**src/tristate_remote_switch_encoder_assert.svh**
```systemverilog
// Assertion macros shared by the tristate remote switch encoder modules.
`ifndef TRISTATE_REMOTE_SWITCH_ENCODER_ASSERT_SVH
`define TRISTATE_REMOTE_SWITCH_ENCODER_ASSERT_SVH

// Consequent must hold in the same cycle as the antecedent.
`define RSE_ASSERT_NOW(label, ante, cons, msg) \
  label: assert property (@(posedge clk) disable iff (rst) (ante) |-> (cons)) \
    else $error(msg);

// Consequent must hold in the cycle after the antecedent.
`define RSE_ASSERT_NEXT(label, ante, cons, msg) \
  label: assert property (@(posedge clk) disable iff (rst) (ante) |=> (cons)) \
    else $error(msg);

`endif

```
**src/rse_pkg.sv**
```systemverilog
// Package with word types and constants of the tristate remote switch encoder.
package rse_pkg;

  localparam int WORD_SYMBOLS_DEF = 12;
  localparam int SYM_W = 4;

  localparam logic [15:0] UNIT_TICKS_RESET = 16'd350;

  localparam logic ACT_COMMAND = 1'b0;
  localparam logic ACT_TICK    = 1'b1;

  localparam logic [4:0] UNITS_SHORT    = 5'd1;
  localparam logic [4:0] UNITS_LONG     = 5'd3;
  localparam logic [4:0] UNITS_SYNC_LOW = 5'd31;

  localparam logic [SYM_W-1:0] CHAN_BASE = SYM_W'(4);

  typedef struct packed {
    logic       action;
    logic [7:0] address;
    logic [7:0] channel;
    logic       switch_on;
    logic [7:0] repeat_count;
  } cmd_t;

  typedef struct packed {
    logic line_level;
    logic busy_res;
  } res_t;

endpackage

```
**src/rse_core.sv**
```systemverilog
// Pulse sequencer: transmission state, timing counters and per-word result.
module rse_core #(
  parameter int WORD_SYMBOLS = rse_pkg::WORD_SYMBOLS_DEF
) (
  input  logic           clk,
  input  logic           rst,
  input  logic           cfg_we,
  input  logic [15:0]    cfg_data,
  input  logic           accept,
  input  rse_pkg::cmd_t  cmd,
  output rse_pkg::res_t  res
);

  localparam int SW = rse_pkg::SYM_W;
  localparam logic [SW-1:0] WORD_LEN = SW'(WORD_SYMBOLS);
  localparam logic [SW-1:0] LAST_POS = SW'(WORD_SYMBOLS - 1);

  logic [15:0]   unit_ticks;
  logic [7:0]    repeats_left, repeats_left_next;
  logic [SW-1:0] symbol_pos, symbol_pos_next;
  logic          second_bit, second_bit_next;
  logic          in_low_phase, in_low_phase_next;
  logic [4:0]    units_done, units_done_next;
  logic [15:0]   tick_count, tick_count_next;
  logic [1:0]    addr_pos, addr_pos_next;
  logic [1:0]    chan_pos, chan_pos_next;
  logic          on_flag, on_flag_next;
  logic          active, active_next;

  logic          sym_zero;
  logic          is_sync;
  logic          long_bit;
  logic [4:0]    phase_len;
  logic [15:0]   limit;
  logic [15:0]   tick_inc;
  logic [4:0]    units_inc;

  // Decode of the symbol under the cursor and the length of the current phase.
  assign sym_zero = (symbol_pos == {{(SW-2){1'b0}}, addr_pos}) ||
                    (symbol_pos == rse_pkg::CHAN_BASE + {{(SW-2){1'b0}}, chan_pos}) ||
                    ((symbol_pos == LAST_POS) && !on_flag);
  assign is_sync  = (symbol_pos >= WORD_LEN);
  assign long_bit = !is_sync && second_bit && !sym_zero;

  always_comb begin
    if (!in_low_phase) begin
      phase_len = long_bit ? rse_pkg::UNITS_LONG : rse_pkg::UNITS_SHORT;
    end else if (is_sync) begin
      phase_len = rse_pkg::UNITS_SYNC_LOW;
    end else begin
      phase_len = long_bit ? rse_pkg::UNITS_SHORT : rse_pkg::UNITS_LONG;
    end
  end

  // A unit length of zero behaves as one tick.
  assign limit     = (unit_ticks == 16'd0) ? 16'd1 : unit_ticks;
  assign tick_inc  = tick_count + 16'd1;
  assign units_inc = units_done + 5'd1;

  always_comb begin
    repeats_left_next = repeats_left;
    symbol_pos_next   = symbol_pos;
    second_bit_next   = second_bit;
    in_low_phase_next = in_low_phase;
    units_done_next   = units_done;
    tick_count_next   = tick_count;
    addr_pos_next     = addr_pos;
    chan_pos_next     = chan_pos;
    on_flag_next      = on_flag;
    active_next       = active;

    if (cmd.action == rse_pkg::ACT_COMMAND) begin
      if (!active) begin
        addr_pos_next = cmd.address[1:0] - 2'd1;
        chan_pos_next = cmd.channel[1:0] - 2'd1;
        on_flag_next  = cmd.switch_on;
        if (cmd.repeat_count != 8'd0) begin
          repeats_left_next = cmd.repeat_count;
          symbol_pos_next   = '0;
          second_bit_next   = 1'b0;
          in_low_phase_next = 1'b0;
          units_done_next   = '0;
          tick_count_next   = '0;
          active_next       = 1'b1;
        end
      end
    end else if (active) begin
      if (tick_inc < limit) begin
        tick_count_next = tick_inc;
      end else begin
        tick_count_next = '0;
        if (units_inc < phase_len) begin
          units_done_next = units_inc;
        end else begin
          units_done_next = '0;
          if (!in_low_phase) begin
            in_low_phase_next = 1'b1;
          end else begin
            in_low_phase_next = 1'b0;
            if (is_sync) begin
              symbol_pos_next   = '0;
              second_bit_next   = 1'b0;
              repeats_left_next = repeats_left - 8'd1;
              if (repeats_left == 8'd1) begin
                active_next = 1'b0;
              end
            end else if (!second_bit) begin
              second_bit_next = 1'b1;
            end else begin
              second_bit_next = 1'b0;
              symbol_pos_next = symbol_pos + SW'(1);
            end
          end
        end
      end
    end
  end

  // A command reports the level it leaves behind; a tick reports the level it drives.
  always_comb begin
    if (cmd.action == rse_pkg::ACT_COMMAND) begin
      res.line_level = active_next && !in_low_phase_next;
      res.busy_res   = active_next;
    end else begin
      res.line_level = active && !in_low_phase;
      res.busy_res   = active;
    end
  end

  always_ff @(posedge clk) begin
    if (rst) begin
      unit_ticks   <= rse_pkg::UNIT_TICKS_RESET;
      repeats_left <= '0;
      symbol_pos   <= '0;
      second_bit   <= 1'b0;
      in_low_phase <= 1'b0;
      units_done   <= '0;
      tick_count   <= '0;
      addr_pos     <= '0;
      chan_pos     <= '0;
      on_flag      <= 1'b0;
      active       <= 1'b0;
    end else begin
      if (cfg_we) begin
        unit_ticks <= cfg_data;
      end
      if (accept) begin
        repeats_left <= repeats_left_next;
        symbol_pos   <= symbol_pos_next;
        second_bit   <= second_bit_next;
        in_low_phase <= in_low_phase_next;
        units_done   <= units_done_next;
        tick_count   <= tick_count_next;
        addr_pos     <= addr_pos_next;
        chan_pos     <= chan_pos_next;
        on_flag      <= on_flag_next;
        active       <= active_next;
      end
    end
  end

`include "tristate_remote_switch_encoder_assert.svh"

  `RSE_ASSERT_NOW(a_idle_clean, !active, (!in_low_phase && symbol_pos == '0 && units_done == '0 && tick_count == '0), "idle sequencer left with stale timing state")
  `RSE_ASSERT_NOW(a_pos_range, active, (symbol_pos <= WORD_LEN), "symbol cursor past the sync slot")
  `RSE_ASSERT_NOW(a_repeats_live, active, (repeats_left != 8'd0), "active with no repeats left")

endmodule

```
**src/rse_out_buf.sv**
```systemverilog
// Two-entry result buffer: output register plus skid register.
module rse_out_buf (
  input  logic          clk,
  input  logic          rst,
  input  logic          push,
  input  rse_pkg::res_t push_word,
  output logic          can_push,
  output logic          res_valid,
  input  logic          res_ready,
  output rse_pkg::res_t res_word
);

  rse_pkg::res_t out_q;
  rse_pkg::res_t skid_q;
  logic          out_vld;
  logic          skid_vld;
  logic          pop;

  assign pop       = out_vld && res_ready;
  assign can_push  = !skid_vld;
  assign res_valid = out_vld;
  assign res_word  = out_q;

  always_ff @(posedge clk) begin
    if (rst) begin
      out_vld  <= 1'b0;
      skid_vld <= 1'b0;
    end else if (skid_vld) begin
      if (pop) begin
        skid_vld <= 1'b0;
      end
    end else if (push) begin
      if (out_vld && !pop) begin
        skid_vld <= 1'b1;
      end else begin
        out_vld <= 1'b1;
      end
    end else if (pop) begin
      out_vld <= 1'b0;
    end
  end

  always_ff @(posedge clk) begin
    if (skid_vld) begin
      if (pop) begin
        out_q <= skid_q;
      end
    end else if (push) begin
      if (out_vld && !pop) begin
        skid_q <= push_word;
      end else begin
        out_q <= push_word;
      end
    end
  end

`include "tristate_remote_switch_encoder_assert.svh"

  `RSE_ASSERT_NOW(a_skid_behind_out, skid_vld, out_vld, "skid entry held without an output entry")
  `RSE_ASSERT_NEXT(a_skid_promotes, (skid_vld && res_ready), (out_vld && !skid_vld), "skid entry not moved into the output register")

endmodule

```
**src/tristate_remote_switch_encoder.sv**
```systemverilog
// Top level of the tristate remote switch encoder.
//
// Usage: each word on the cmd channel is either a command (action 0) carrying
// address, channel, on/off and a repeat count, or a tick (action 1) that moves
// time forward by one tick. Every accepted word yields exactly one word on the
// res channel with the line level and a busy flag. A command while a
// transmission runs is ignored; a repeat count of zero sends nothing.
// The unit length in ticks is written through cfg_we/cfg_data while idle; the
// user must keep to it; the block does not enforce it. Results are registered
// before res offers them. Throughput is one word per cycle while cmd_ready is
// high, set by the single pass of the sequencer's counter and compare logic.
// A two-entry output buffer lets the block take one more word while a result
// waits; when both entries are full, cmd_ready drops until res drains.
// Synchronous reset returns the line to idle (low, not busy), empties the
// buffer and restores the unit length to 350 ticks.
module tristate_remote_switch_encoder #(
  parameter int WORD_SYMBOLS = rse_pkg::WORD_SYMBOLS_DEF
) (
  input  logic          clk,
  input  logic          rst,
  input  logic          cmd_valid,
  output logic          cmd_ready,
  input  rse_pkg::cmd_t cmd_word,
  output logic          res_valid,
  input  logic          res_ready,
  output rse_pkg::res_t res_word,
  input  logic          cfg_we,
  input  logic [15:0]   cfg_data
);

  logic          accept;
  rse_pkg::res_t core_res;

  // A word is taken whenever the result buffer has a free entry.
  assign accept = cmd_valid && cmd_ready;

  rse_core #(
    .WORD_SYMBOLS(WORD_SYMBOLS)
  ) u_core (
    .clk      (clk),
    .rst      (rst),
    .cfg_we   (cfg_we),
    .cfg_data (cfg_data),
    .accept   (accept),
    .cmd      (cmd_word),
    .res      (core_res)
  );

  // The result buffer separates the sequencer from a stalling receiver.
  rse_out_buf u_out_buf (
    .clk       (clk),
    .rst       (rst),
    .push      (accept),
    .push_word (core_res),
    .can_push  (cmd_ready),
    .res_valid (res_valid),
    .res_ready (res_ready),
    .res_word  (res_word)
  );

endmodule

```
**config.mk**
```make
export PLATFORM = sky130hd
export DESIGN_NAME = tristate_remote_switch_encoder
export DESIGN_NICKNAME = d
export VERILOG_FILES = /design/src/rse_pkg.sv /design/src/rse_core.sv /design/src/rse_out_buf.sv /design/src/tristate_remote_switch_encoder.sv
export VERILOG_INCLUDE_DIRS = /design/src /design/src/src
export SDC_FILE = /design/constraint.sdc
export NUM_CORES = 1
export LEC_CHECK = 0
export ABC_AREA = 1
export BUFFER_PORTS_ARGS = -buffer_cell sky130_fd_sc_hd__buf_2
export CAP_MARGIN = 10
export CORE_ASPECT_RATIO = 1.2
export CORE_MARGIN = 4
export CORE_UTILIZATION = 55
export CTS_CLUSTER_SIZE = 30
export DETAILED_ROUTE_END_ITERATION = 8
export GPL_TIMING_DRIVEN = 0
export PLACE_DENSITY = 0.77
export SLEW_MARGIN = 20
export SYNTH_ARGS = -nofsm -noshare
export SYNTH_HDL_FRONTEND = slang
export SYNTH_HIERARCHICAL = 1
export SYNTH_SLANG_ARGS = --single-unit
```
**constraint.sdc**
```tcl
create_clock -name clk -period 3.15 [get_ports clk]
set_input_delay 0.315 -clock clk [delete_from_list [all_inputs] [get_ports clk]]
set_output_delay 0.315 -clock clk [all_outputs]
set_load 0.05 [all_outputs]
```
==> results by stage, run 1 <==
Synth:
- The biggest area contributor in the post-synthesis netlist is sky130_fd_sc_hd__dfxtp_1.
- The number of instances in the synthesized netlist is 546.
- After synthesis, the cell types taking the most area are sky130_fd_sc_hd__dfxtp_1 31%, sky130_fd_sc_hd__nand2_1 12%, sky130_fd_sc_hd__inv_1 8.4%.
- After synthesis, the most frequently instantiated cells are 125 x sky130_fd_sc_hd__nand2_1, 84 x sky130_fd_sc_hd__inv_1, 59 x sky130_fd_sc_hd__dfxtp_1, 57 x sky130_fd_sc_hd__a21oi_1, 49 x sky130_fd_sc_hd__nor2_1.
- The library cell with the highest instance count after synthesis is sky130_fd_sc_hd__nand2_1.
- The top cell type's share of synthesized area is 31.3%.
- During synthesis, Yosys emitted a total of 6 warnings.
- The simple-gate share of the synthesized area is 26.6%.
- Of all flip-flops after synthesis, the portion carrying an async set or reset was 0%.
- The number of nets produced by synthesis is 617.
- The most used flip-flop cell after synthesis is sky130_fd_sc_hd__dfxtp_1.
- The count of state elements after synthesis is 63.
- Synthesis instantiated 37 different standard cells from the library.
- After Yosys synthesis, full adders, half adders and majority gates account for 7.96% of the synthesized area.
- Multiplexer cells account for 0.265% of the synthesized area.
- The fraction of the mapped netlist area in compound gates is 14.8%.
- The mean instance size in the synthesized netlist is 6.91 sq um.
- The area share of xor/xnor cells in the synthesized design is 5.31%.
- The largest family of logic cells by synthesized area is simple AND/OR/NAND/NOR gates.
- The portion of the post-synthesis area used by sequential elements is 34.5%.
- Summing every instance area after synthesis gives 3770 sq um.
- In this run, synthesis inferred 4 flip-flops with an integrated enable.

Clock tree:
- In this run, CTS created clock tree buffers numbering 9.
- The tree is rooted in a sky130_fd_sc_hd__clkbuf_8.
- The source-to-sink clock delay at the later pin of the worst-skew pair is 0.34 ns.
- The deepest clock path buffer count is 2.
- Hold repair after CTS inserted 0 buffers.
- The H-tree depth is 3.
- The clock drives 63 sinks.
- The TritonCTS clock tree is done.
- Clock-pin slew was measured on the worst setup and hold paths at 0.07 ns.

Floorplan:
- The boundary pin count is 51.
- The vertical die dimension is 98.7 um.
- The starting density of the core is 57.4%.
- The floorplan step defined a core boundary enclosing 6570 sq um.
- In this run the horizontal extent of the chip is 83.6 um.
- The overall die area is 8250 sq um.
- The placement row count is 32.

Drt:
- In the final routed layout, each cell accounts on average for 13.5 um.
- In the routed layout, each cell is associated on average with a via count of 5.30.
- After detailed routing, the number of remaining DRC violations is 0.
- The total routed wirelength is 9.55 mm.
- For this block, the initial DRC count from the detailed router was 204.
- The number of detailed-routing iterations run before antenna repair is 5.
- The final route contains 3736 vias.
- The post-detailed-route count of antenna-violating nets is 0.

Critical path:
- The most numerous cell type found on the critical path is sky130_fd_sc_hd__nor2_2.
- In this run the worst setup path terminates at u_core/tick_count[11].
- For flop-to-flop paths, the worst setup slack is -0.12 ns.
- The data arrival time of the critical path is 3.53 ns.
- The signal on the critical path passes through buf_4, ha_4, nand3_2, nand3b_1, nor2_1, inv_1, nor2_2, inv_2, nor2_2, nand3_1, xor2_2, ha_1, nand4_1, o221a_4, nand2_4, nor3_4, buf_6, nand2_1, a21oi_1.
- In this design, the stage delay of the slowest critical-path cell is 0.36 ns.
- The category of the worst setup path capture point is a flip-flop.
- The worst reg-to-reg path cell count is 19.
- On the critical path, the stage with the largest delay is an instance of sky130_fd_sc_hd__dfxtp_4.
- The end of the worst register-to-register path is u_core/tick_count[11].
- The startpoint type of the worst setup path is a flip-flop.
- The startpoint of the most critical setup path is u_core/tick_count[0].
- The path type of the worst setup path is reg2reg.
- The worst flop-to-flop path startpoint is u_core/tick_count[0].
- The maximum net fanout on the critical path is 5.
- The endpoint required time on the critical path is 3.41 ns.

Finish:
- The repair_antennas step left the layout with diodes totalling 0.
- The synthesis-to-finish area growth is 24.4%.
- The final core area utilization is 71.5%.
- The final net count is 686.
- The final standard cell area without fillers is 4690 sq um.
- The proportion of layout cells with a drive suffix above 1 is 22.6%.

STA:
- The max-slew violation total from the final report is 0.
- Setup slack on the critical path of the routed design comes to -0.123 ns.
- The worst path uses 104% of the clock period.
- The final sum of negative setup slack is -2.75 ns.
- The worst relative slew slack is 51.2%.
- The fmax is 306 MHz.
- Setup violations remaining at the end of the flow were counted as 36.
- The setup clock skew after layout is 0.00899 ns.
- Setup repair after global routing could not meet its margin everywhere.
- The minimum period implied by the final worst setup slack is 3.27 ns.
- For the pin with the worst max-slew slack, the measured transition is 0.732 ns.
- The total count of hold-check failures in the final report is 0.

Power and ir drop:
- For this design the ratio of total power to cell area is 418 nW/um^2.
- The design draws 1960 uW.
- The leakage power is 0.00229 uW.
- IR analysis of the VDD net gives a maximum drop of 0.288 mV.

Global routing:
- For this run, the total global-route usage over all layers was measured as 21.8%.
- Entering global routing, the biggest net connects 11 pins.
- Summed over all layers, the global routing overflow is 0.
- The initial antenna violation count is 0.
- The via count of the first global-routing pass is 3457.
- The first global-routing pass estimated 14.7 mm of wire.

Min path:
- The classification of the worst-slack hold path is in2reg.
- The startpoint identified for the worst hold timing path is cmd_word[17].

Placed design:
- At the end of routability-driven placement, the weighted congestion stood at 0.911.
- Before CTS, the worst setup slack after placement is -0.270 ns.
- The HPWL after detailed placement is 6.43 mm.
- Once placement finished, the instance area stood at 4070 sq um.
- The total of buffers placed on input and output ports is 38.

Run status:
- The flow ran to the end, but the final reports show violations.
- The final reports fail on setup timing.

Job:
- The count of maximum capacitance violations is 0.
==> logic make-up after synthesis <==
family,Yosys count
AND/OR/NAND/NOR,229
buffers and inverters,104
AO/OA/AOI/OAI,103
flip-flops,63
adder cells (fa/ha/maj),24
XOR/XNOR,22
multiplexers,1
==> worst min-delay path by stage <==
stage | slack [ns] | end | depth (start not counted)
finish | 0.18 | u_core/addr_pos[0] | 2
global route | 0.17 | u_core/addr_pos[0] | 2
CTS | 0.16 | u_core/addr_pos[0] | 2
detailed placement | 0.46 | u_core/tick_count[10] | 2
global placement | 0.45 | u_core/tick_count[10] | 2
floorplan | 0.38 | u_out_buf/skid_vld | 1
==> critical path, delay by kind of cell, from the launching register on <==
family,cells,cell delay [ns]
and+or+nand+nor,10,1.39
adders and majority gates,2,0.45
buffers and inverters,4,0.43
AOI/OAI and AO/OA,2,0.38
DFF,1,0.36
xor gates and xnor gates,1,0.18
==> routing by layer <==
layer | GRT usage [%] | share of wire [%] | up-vias
li1 | - | - | 1882
met1 | 24.7 | 40 | 1706
met2 | 38.6 | 51 | 108
met3 | 4.10 | 4.6 | 40
met4 | 11.3 | 4.4 | 0
met5 | 0 | 0 | -
==> through the flow <==
step	hold slack, ns	cells
6_report	0.180	705
5_1_grt	0.171	705
4_1_cts	0.164	691
3_5_place_dp	0.455	669
3_3_place_gp	0.451	669
2_1_floorplan	0.384	546
==> layout make-up <==
type	instances	area, sq um
buffer	15	71.3
clock buffer	13	160
clock inverter	3	40.0
fill	523	1870
inverter	89	334
multi-input combinational	379	2310
sequential	63	1310
tap	85	106
timing repair buffer	58	355
==> registers in the layout, indices dropped and copies added, names as in the netlist, 2 cells and up <==
name	count
u_core/repeats_left	8
u_out_buf/skid_q	2
u_core/chan_pos	2
u_core/tick_count	16
u_core/addr_pos	2
u_core/symbol_pos	4
u_core/unit_ticks	16
u_core/units_done	5
u_out_buf/res_word	2
==> where the power goes <==
part / switching [uW] / leakage [uW] / total (uW) / internal (uW)
clock network: 309 / 0.000103 / 721 / 412
logic: 230 / 0.00166 / 362 / 132
registers: 30.7 / 0.000523 / 878 / 848
==> cells in the final DEF, fill, tap and decap left out, types with 2 or more instances in the layout <==
cell / Yosys / routed
sky130_fd_sc_hd__a21oi_1: 57 / 49
sky130_fd_sc_hd__a21oi_2: 2 / 9
sky130_fd_sc_hd__buf_2: 1 / 38
sky130_fd_sc_hd__buf_4: 0 / 16
sky130_fd_sc_hd__buf_6: 1 / 6
sky130_fd_sc_hd__clkbuf_1: 13 / 16
sky130_fd_sc_hd__clkbuf_8: 0 / 9
sky130_fd_sc_hd__clkinv_2: 0 / 2
sky130_fd_sc_hd__dfxtp_1: 59 / 56
sky130_fd_sc_hd__dfxtp_4: 0 / 2
sky130_fd_sc_hd__edfxtp_1: 4 / 4
sky130_fd_sc_hd__ha_1: 24 / 22
sky130_fd_sc_hd__ha_4: 0 / 2
sky130_fd_sc_hd__inv_1: 84 / 84
sky130_fd_sc_hd__inv_2: 5 / 5
sky130_fd_sc_hd__nand2_1: 125 / 111
sky130_fd_sc_hd__nand2_2: 4 / 11
sky130_fd_sc_hd__nand2_4: 0 / 7
sky130_fd_sc_hd__nand3_1: 23 / 15
sky130_fd_sc_hd__nand3_2: 3 / 9
sky130_fd_sc_hd__nand3_4: 0 / 2
sky130_fd_sc_hd__nand3b_1: 2 / 2
sky130_fd_sc_hd__nand4_1: 9 / 9
sky130_fd_sc_hd__nor2_1: 49 / 47
sky130_fd_sc_hd__nor2_2: 3 / 3
sky130_fd_sc_hd__nor2_4: 1 / 3
sky130_fd_sc_hd__nor3_1: 6 / 5
sky130_fd_sc_hd__nor3_2: 1 / 2
sky130_fd_sc_hd__nor3_4: 2 / 2
sky130_fd_sc_hd__o2111ai_1: 2 / 2
sky130_fd_sc_hd__o21ai_0: 33 / 31
sky130_fd_sc_hd__o21ai_1: 0 / 2
sky130_fd_sc_hd__xnor2_1: 9 / 7
sky130_fd_sc_hd__xnor2_2: 0 / 2
sky130_fd_sc_hd__xor2_1: 12 / 11
sky130_fd_sc_hd__xor2_2: 1 / 2
==> timing repair <==
| action | in CTS | in global routing |
|---|---|---|
| buffers inserted | 5 | 13 |
| gates cloned | 1 | 1 |
| pin swaps | 8 | 29 |
| resized for setup | 25 | 43 |
| setup endpoints to repair | 35 | 38 |
No activity file was read; power rests on OpenSTA's default activity.
==> inputs of run 2 (changes only) <==
CELL_PAD_IN_SITES_DETAIL_PLACEMENT = 1   (was unset)
CELL_PAD_IN_SITES_GLOBAL_PLACEMENT = 2   (was unset)
CORE_UTILIZATION = 32   (was 55)
PLACE_DENSITY = 0.89   (was 0.77)
==> run 2 against run 1 <==
The flow still finishes with violations (setup timing); total power rose by 18%; die area rose by 65%; flip-flop and latch count did not move; worst setup slack improved by 0.061 ns; non-clock buffer count rose by 17; largest cell class unchanged; largest power group is now the clock network.
==> results by stage, run 2 (synthesized netlist as in run 1, its figures left out) <==
Finish:
- The library cell used most frequently in the layout, excluding fill and tap cells, is sky130_fd_sc_hd__nand2_1.
- The final standard cell area without fillers is 5120 sq um.
- The largest registers in the layout are u_core/tick_count: 16 flops, u_core/unit_ticks: 16 flops, u_core/repeats_left: 8 flops.
- The number of antenna diodes in the final layout is 0.
- The proportion of layout cells with a drive suffix above 1 is 27.3%.
- The library cells used most frequently in the layout, excluding fill and tap cells, are 106 x sky130_fd_sc_hd__nand2_1, 80 x sky130_fd_sc_hd__inv_1, 56 x sky130_fd_sc_hd__dfxtp_1.
- The synthesis-to-finish area growth is 35.8%.
- At the end of the flow, the number of nets in the layout was 703.

Drt:
- The number of detailed-routing iterations run before antenna repair is 4.
- After detailed routing, the number of remaining DRC violations is 0.
- The total number of vias is 3822.
- The count of nets left with antenna violations once routing finished came out at 0.
- The via density per instance is 4.81.
- In this run, the number of DRC markers left after iteration 0 of detailed routing was 115.
- Summed over all layers, the routed wires come to 11.8 mm.
- Dividing the detail-routed wire length by the instance count gives 14.9 um.

Min path:
- The number of cells traversed by the worst hold path is 3.
- The classification of the worst-slack hold path is in2reg.

STA:
- The max-slew violation total from the final report is 0.
- Setup violations remaining at the end of the flow were counted as 1.
- The setup clock skew after layout is 0.00910 ns.
- Derived from the worst setup path, the maximum achievable clock frequency is 311 MHz.
- At the pin with the least slew margin, the transition time is 0.647 ns.
- In the final timing run, aggregate negative setup slack is -0.0622 ns.
- The final setup slack of the worst path is -0.0622 ns.
- The total count of hold-check failures in the final report came to 0.
- The final critical path takes up 102% of the cycle.
- The minimum period implied by the final worst setup slack is 3.21 ns.
- The worst relative slew slack is 56.5%.
- Setup repair after global routing could not meet its margin everywhere.
- The worst slack on hold paths is 0.195 ns.

Critical path:
- STA classifies the critical path startpoint as a flip-flop.
- The signal on the critical path passes through ha_4, nand3_4, nand3b_1, nor2_1, inv_1, nor2_4, inv_2, o21ai_2, inv_2, buf_4, buf_4, buf_4, buf_4, buf_4, buf_4, buf_4, buf_4, buf_4, buf_4, buf_4, buf_4, buf_4, nand2_1, a21oi_1.
- On the worst path, the slowest cell contributes a delay of 0.37 ns.
- STA classifies the critical path endpoint as a flip-flop.
- The number of cells on the worst reg-to-reg path is 24.
- The most frequent cell on the critical path is sky130_fd_sc_hd__buf_4.
- The path type of the worst setup path is reg2reg.
- The data arrival time of the critical path is 3.41 ns.
- The slowest stage of the critical path is the sky130_fd_sc_hd__dfxtp_4 cell.
- In this run the worst path has a maximum fanout of 4.
- At the worst endpoint, the required time is 3.34 ns.

Floorplan:
- The boundary pin count is 51.
- The width of the chip is 107 um.
- The die covers 13600 sq um.
- The starting density of the core is 32.6%.
- The area inside the core boundary is 11600 sq um.
- The vertical die dimension is 127 um.
- After floorplanning, the core was divided into 43 placement rows.

Global routing:
- The largest net degree at the start of global routing is 13.
- The total overflow reported by the global router is 0.
- The initial antenna violation count came to 0.
- In the global route stage, overall resource usage came out at 16.8%.
- The first-pass GRT wire length is 18.3 mm.
- The via count of the first global-routing pass came to 4000.

Placed design:
- The post-place setup slack is -0.434 ns.
- The global placement routability congestion is 0.799.
- The area after detailed placement is 4160 sq um.
- The HPWL after detailed placement is 8.09 mm.
- In this run the tool buffered the top-level ports with 38 buffer cells.

Power and ir drop:
- In this run the static leakage power is 0.00238 uW.
- The internal portion of the total power is 1650 uW.
- The fraction of power spent switching nets is 28.6%.
- The switching power total is 662 uW.
- Registers are responsible for 38.0% of the overall power.
- Per report_power, the combinational group accounts for 16.8% of the total.
- The ratio of total power to cell area is 452 nW/um^2.
- The clock network burns 45.1% of the power.
- The maximum resistive drop on vdd is 0.200 mV.

Run status:
- The flow ran to the end, but the final reports show violations.
- The final reports fail on setup timing.

Clock tree:
- The deepest clock path buffer count is 2.
- For the worst-skew pair, the clock arrives at the later sink with an insertion delay of 0.33 ns.
- The TritonCTS clock tree is done.
- Clock-pin slew was measured on the worst setup and hold paths at 0.06 ns.
- Clock tree synthesis inserted a total of 9 buffers.
- The tree is rooted in a sky130_fd_sc_hd__clkbuf_16.
- CTS built an H-tree with a depth of 3.
- The clock net in this run drives a total of 63 sinks.

Job:
- The count of maximum capacitance violations is 0.
## run 2: changes by cell type in the layout (fill, tap and decap cells not counted), sizes merged
cell	before	now
clkinv	2	4
inv	89	90
clkbuf	26	24
buf	60	76
## run 2: path summary, 6_finish.rpt
kind | from | end | slack [ns]
max | u_core/tick_count[0] | u_core/tick_count[10] | -0.06
min | cfg_data[4] | u_core/unit_ticks[4] | 0.20
max reg2reg | u_core/tick_count[0] | u_core/tick_count[10] | -0.06
min reg2reg | u_core/tick_count[6] | u_core/tick_count[6] | 0.47
## run 2: layout make-up
cell class / instances / area (sq um)
multi-input combinational: 379 / 2370
buffer: 15 / 75.1
inverter: 89 / 334
fill: 1440 / 6440
timing repair buffer: 75 / 517
clock inverter: 6 / 66.3
clock buffer: 10 / 250
sequential: 63 / 1310
tap: 157 / 196
## run 2: what timing repair did
action,in CTS,in global routing
setup endpoints to repair,38,37
setup buffers,19,16
resized for setup,32,54
hold buffers,0,0
pin swaps,13,16
gates cloned,1,1
## run 2: critical path: cells and delay by family (launching register included)
kind / cells / cell delay, ns
AO/OA/AOI/OAI: 2 / 0.20
flip-flops: 1 / 0.37
buffers and inverters: 16 / 1.82
AND/OR/NAND/NOR: 5 / 0.52
adder cells (fa/ha/maj): 1 / 0.15
## run 2: per-stage QoR
| step | util (%) | total power, uW | std cells |
|---|---|---|---|
| after floorplan | - | 1130 | 546 |
| after global placement | 35.9 | 1220 | 741 |
| after detailed placement | 35.9 | 1230 | 741 |
| after CTS | 41.2 | 2300 | 777 |
| after global routing | 44.3 | 2450 | 794 |
| final | 44.3 | 2320 | 794 |
## run 2: metal layers
metal / share of wire [%] / track usage (%) / vias to the layer above / wire (um)
li1: - / - / 1921 / -
met2: 56 / 31.9 / 51 / 6580
met5: 0 / 0 / - / 0
met3: 2.5 / 2.85 / 20 / 293
met4: 2.4 / 5.72 / 0 / 286
met1: 39 / 18.5 / 1830 / 4660
## run 2: power by group through the flow
stage	logic [uW]	registers, uW	clock network (uW)
after floorplan	223	902	0
after global placement	320	898	0
after detailed placement	335	900	0
after CTS	350	882	1070
after global routing	443	886	1120
final	390	881	1050
==> inputs of run 3 (changes only) <==
REMOVE_ABC_BUFFERS = 1   (was unset)
==> run 3 against run 2 <==
Fmax shrank 0.31%; register-to-register slack is essentially flat; worst setup slack lost 0.0099 ns; die area is the same; total power shrank 6.0%; combinational power shrank 6.9%; sequential power is essentially flat; clock skew shrank 0.0033 ns; core utilization shrank 1.8 points; design area shrank 4.0%; flip-flop and latch count is the same; largest cell class unchanged; the flow still finishes with violations (setup timing); critical endpoint is now u_core/tick_count[9]; wire length shrank 6.7%.
==> results by stage, run 3 (synthesized netlist as in run 1, its figures left out) <==
Power and ir drop:
- Across the VDD grid, the largest voltage drop is 0.242 mV.
- The fraction of power spent switching nets is 28.2%.
- The clock network is responsible for 42.8% of the overall power.
- Registers are responsible for 40.5% of the overall power.
- The relative contribution of combinational cells to total power is 16.6%.
- For this design the total switching power over the nets is 615 uW.
- The leakage power is 0.00227 uW.
- The cell-internal power is 1560 uW.
- The ratio of total power to cell area is 443 nW/um^2.

STA:
- The worst relative slew slack is 29.2%.
- The max-slew violation total from the final report is 0.
- Setup repair after global routing could not meet its margin everywhere.
- Across all setup checks in the final design, the least slack found is -0.0721 ns.
- The final count of negative-setup-slack endpoints is 20.
- For the final routed database, the setup TNS stands at -0.728 ns.
- The fmax is 310 MHz.
- In the finished design, the share of the clock period the worst path needs comes to 102%.
- The minimum period implied by the final worst setup slack is 3.22 ns.
- The total count of hold-check failures in the final report is 0.
- For the final database, setup skew stands at 0.00584 ns.
- At the pin with the least slew margin, the transition time is 1.06 ns.

Floorplan:
- In this run the standard cell core region covers 11600 sq um.
- The placement row count is 43.
- The vertical die dimension is 127 um.
- The boundary pin count is 51.
- The starting density of the core is 32.6%.
- The width of the chip is 107 um.
- The floorplan step defined a die boundary enclosing 13600 sq um.

Finish:
- The non-filler instance count after layout is 765.
- In the layout the commonest cells are 107 x sky130_fd_sc_hd__nand2_1, 82 x sky130_fd_sc_hd__inv_1, 56 x sky130_fd_sc_hd__dfxtp_1.
- The final layout contains 676 nets.
- Once layout is complete, the utilization of the core stands at 42.5%.
- In the final layout, the registers with the most flip-flops are u_core/tick_count: 16 flops, u_core/unit_ticks: 16 flops, u_core/repeats_left: 8 flops.
- The leading cell type in the layout, fill and taps excluded is sky130_fd_sc_hd__nand2_1.
- The synthesis-to-finish area growth is 30.5%.
- Of the cells placed in the final design, the portion with a size suffix greater than 1 is 25.2%.
- The number of antenna diodes in the final layout is 0.

Placed design:
- The placed instance count is 726.
- The HPWL after detailed placement is 7.39 mm.
- The congestion estimate from routability-driven global placement came to 0.760.
- Buffers placed on the I/O ports in this run total 38.
- The post-place setup slack is -0.503 ns.

Global routing:
- The global router's overall resource usage is 16.3%.
- The largest net degree at the start of global routing is 32.
- The total overflow reported by the global router is 0.
- The initial antenna violation count is 0.
- The via count of the first global-routing pass is 3906.
- The first global-routing pass estimated 17.9 mm of wire.

Clock tree:
- The TritonCTS clock tree is done.
- The clock passes through at most 2 buffers.
- Counting every sink on the clock net gives 63.
- The root cell of the clock tree is sky130_fd_sc_hd__clkbuf_16.
- The post-CTS clock slew at the launch and capture registers of the worst setup and hold paths is 0.05 ns.
- At the later pin of the worst-skew pair, clock insertion delay measures 0.33 ns.
- The number of buffers inserted for hold repair after clock tree synthesis is 0.
- The number of clock buffers added by TritonCTS is 9.
- The H-tree was split into 3 levels.

Drt:
- The total number of vias is 3691.
- The average wire per standard cell is 14.4 um.
- The post-detailed-route count of antenna-violating nets is 0.
- The number of detailed-routing iterations run before antenna repair is 4.
- The count of routing violations after the opening detailed-route iteration is 88.
- After detailed routing, the number of remaining DRC violations is 0.
- After detailed routing, the total wire length is 11.0 mm.
- The via density per instance is 4.82.

Critical path:
- The peak per-stage delay on the critical path is 0.38 ns.
- Setup slack on the worst reg-to-reg path comes out at -0.07 ns.
- The worst setup path is launched from a flip-flop.
- Along the worst path, the maximum fanout reaches 8.
- The path type of the worst setup path is reg2reg.
- Walking the worst path, the cells encountered are inv_4, nor2_4, nand3_2, nor3_2, inv_2, nor2_4, inv_2, nor2_4, nand2_2, nor3_4, xor2_2, ha_4, nand4_1, buf_4, nor3_2, nand2_2, nand2_4, nor3_4, buf_6, buf_16, nand2_1, a21oi_1.
- Counting stages on the worst path, the most repeated cell is sky130_fd_sc_hd__nor2_4.
- Among all stages on the critical path, the largest delay is contributed by sky130_fd_sc_hd__dfxtp_4.
- STA puts the critical path data required time at 3.40 ns.
- Data on the critical path arrives at its endpoint at 3.47 ns.
- STA classifies the critical path endpoint as a flip-flop.

Run status:
- The checks that failed: setup timing.
- The flow ran to the end, but the final reports show violations.

Job:
- Max-cap violations in this run came to 0.

Min path:
- The tightest min-delay check is of the in2reg type.
-- run 3: worst paths after layout --
kind	from	end	cells after the start
max	u_core/tick_count[0]	u_core/tick_count[9]	22
min	cmd_word[17]	u_core/addr_pos[0]	2
max reg2reg	u_core/tick_count[0]	u_core/tick_count[9]	22
min reg2reg	u_core/tick_count[10]	u_core/tick_count[10]	2
-- run 3: final cells by class --
class,instances,area (sq um)
clock buffers,13,270
clock inverters,1,5.00
fillers,1441,6650
inverters,89,337
multi-input cells,380,2380
flip-flops and latches,63,1310
well taps,157,196
repair buffers,62,418
-- run 3: routing by layer --
| layer | wire length (um) | track usage, % | up-vias |
|---|---|---|---|
| met4 | 227 | 7.22 | 0 |
| met2 | 5980 | 30.7 | 56 |
| met5 | 0 | 0 | - |
| met1 | 4480 | 17.3 | 1745 |
| met3 | 334 | 3.26 | 22 |
| li1 | - | - | 1868 |
-- run 3: critical path: cells and delay by family, from the launching register on --
| family | cells | cell delay (ns) |
|---|---|---|
| buffers and inverters | 6 | 0.60 |
| adders and majority gates | 1 | 0.25 |
| DFF | 1 | 0.38 |
| AOI/OAI and AO/OA | 1 | 0.15 |
| and+or+nand+nor | 13 | 1.51 |
| xor gates and xnor gates | 1 | 0.25 |
-- run 3: power by group through the flow --
stage	logic (uW)	clock network (uW)	registers, uW
2_1_floorplan	209	0	904
3_3_place_gp	309	0	898
3_5_place_dp	321	0	901
4_1_cts	345	964	884
5_1_grt	414	992	890
6_report	363	933	884
-- run 3: what timing repair did --
action	CTS	global route
pin swaps	18	19
resized for setup	41	37
setup buffers	13	10
endpoints found under the setup margin	38	37
gates cloned	2	0
-- run 3: stage by stage --
stage / hold WS [ns] / total power [uW] / cell area [sq um]
finish: 0.195 / 2180 / 4920
CTS: 0.182 / 2190 / 4700
floorplan: 0.377 / 1110 / 3710
detailed placement: 0.469 / 1220 / 4090
global route: 0.199 / 2300 / 4920
global placement: 0.453 / 1210 / 4090
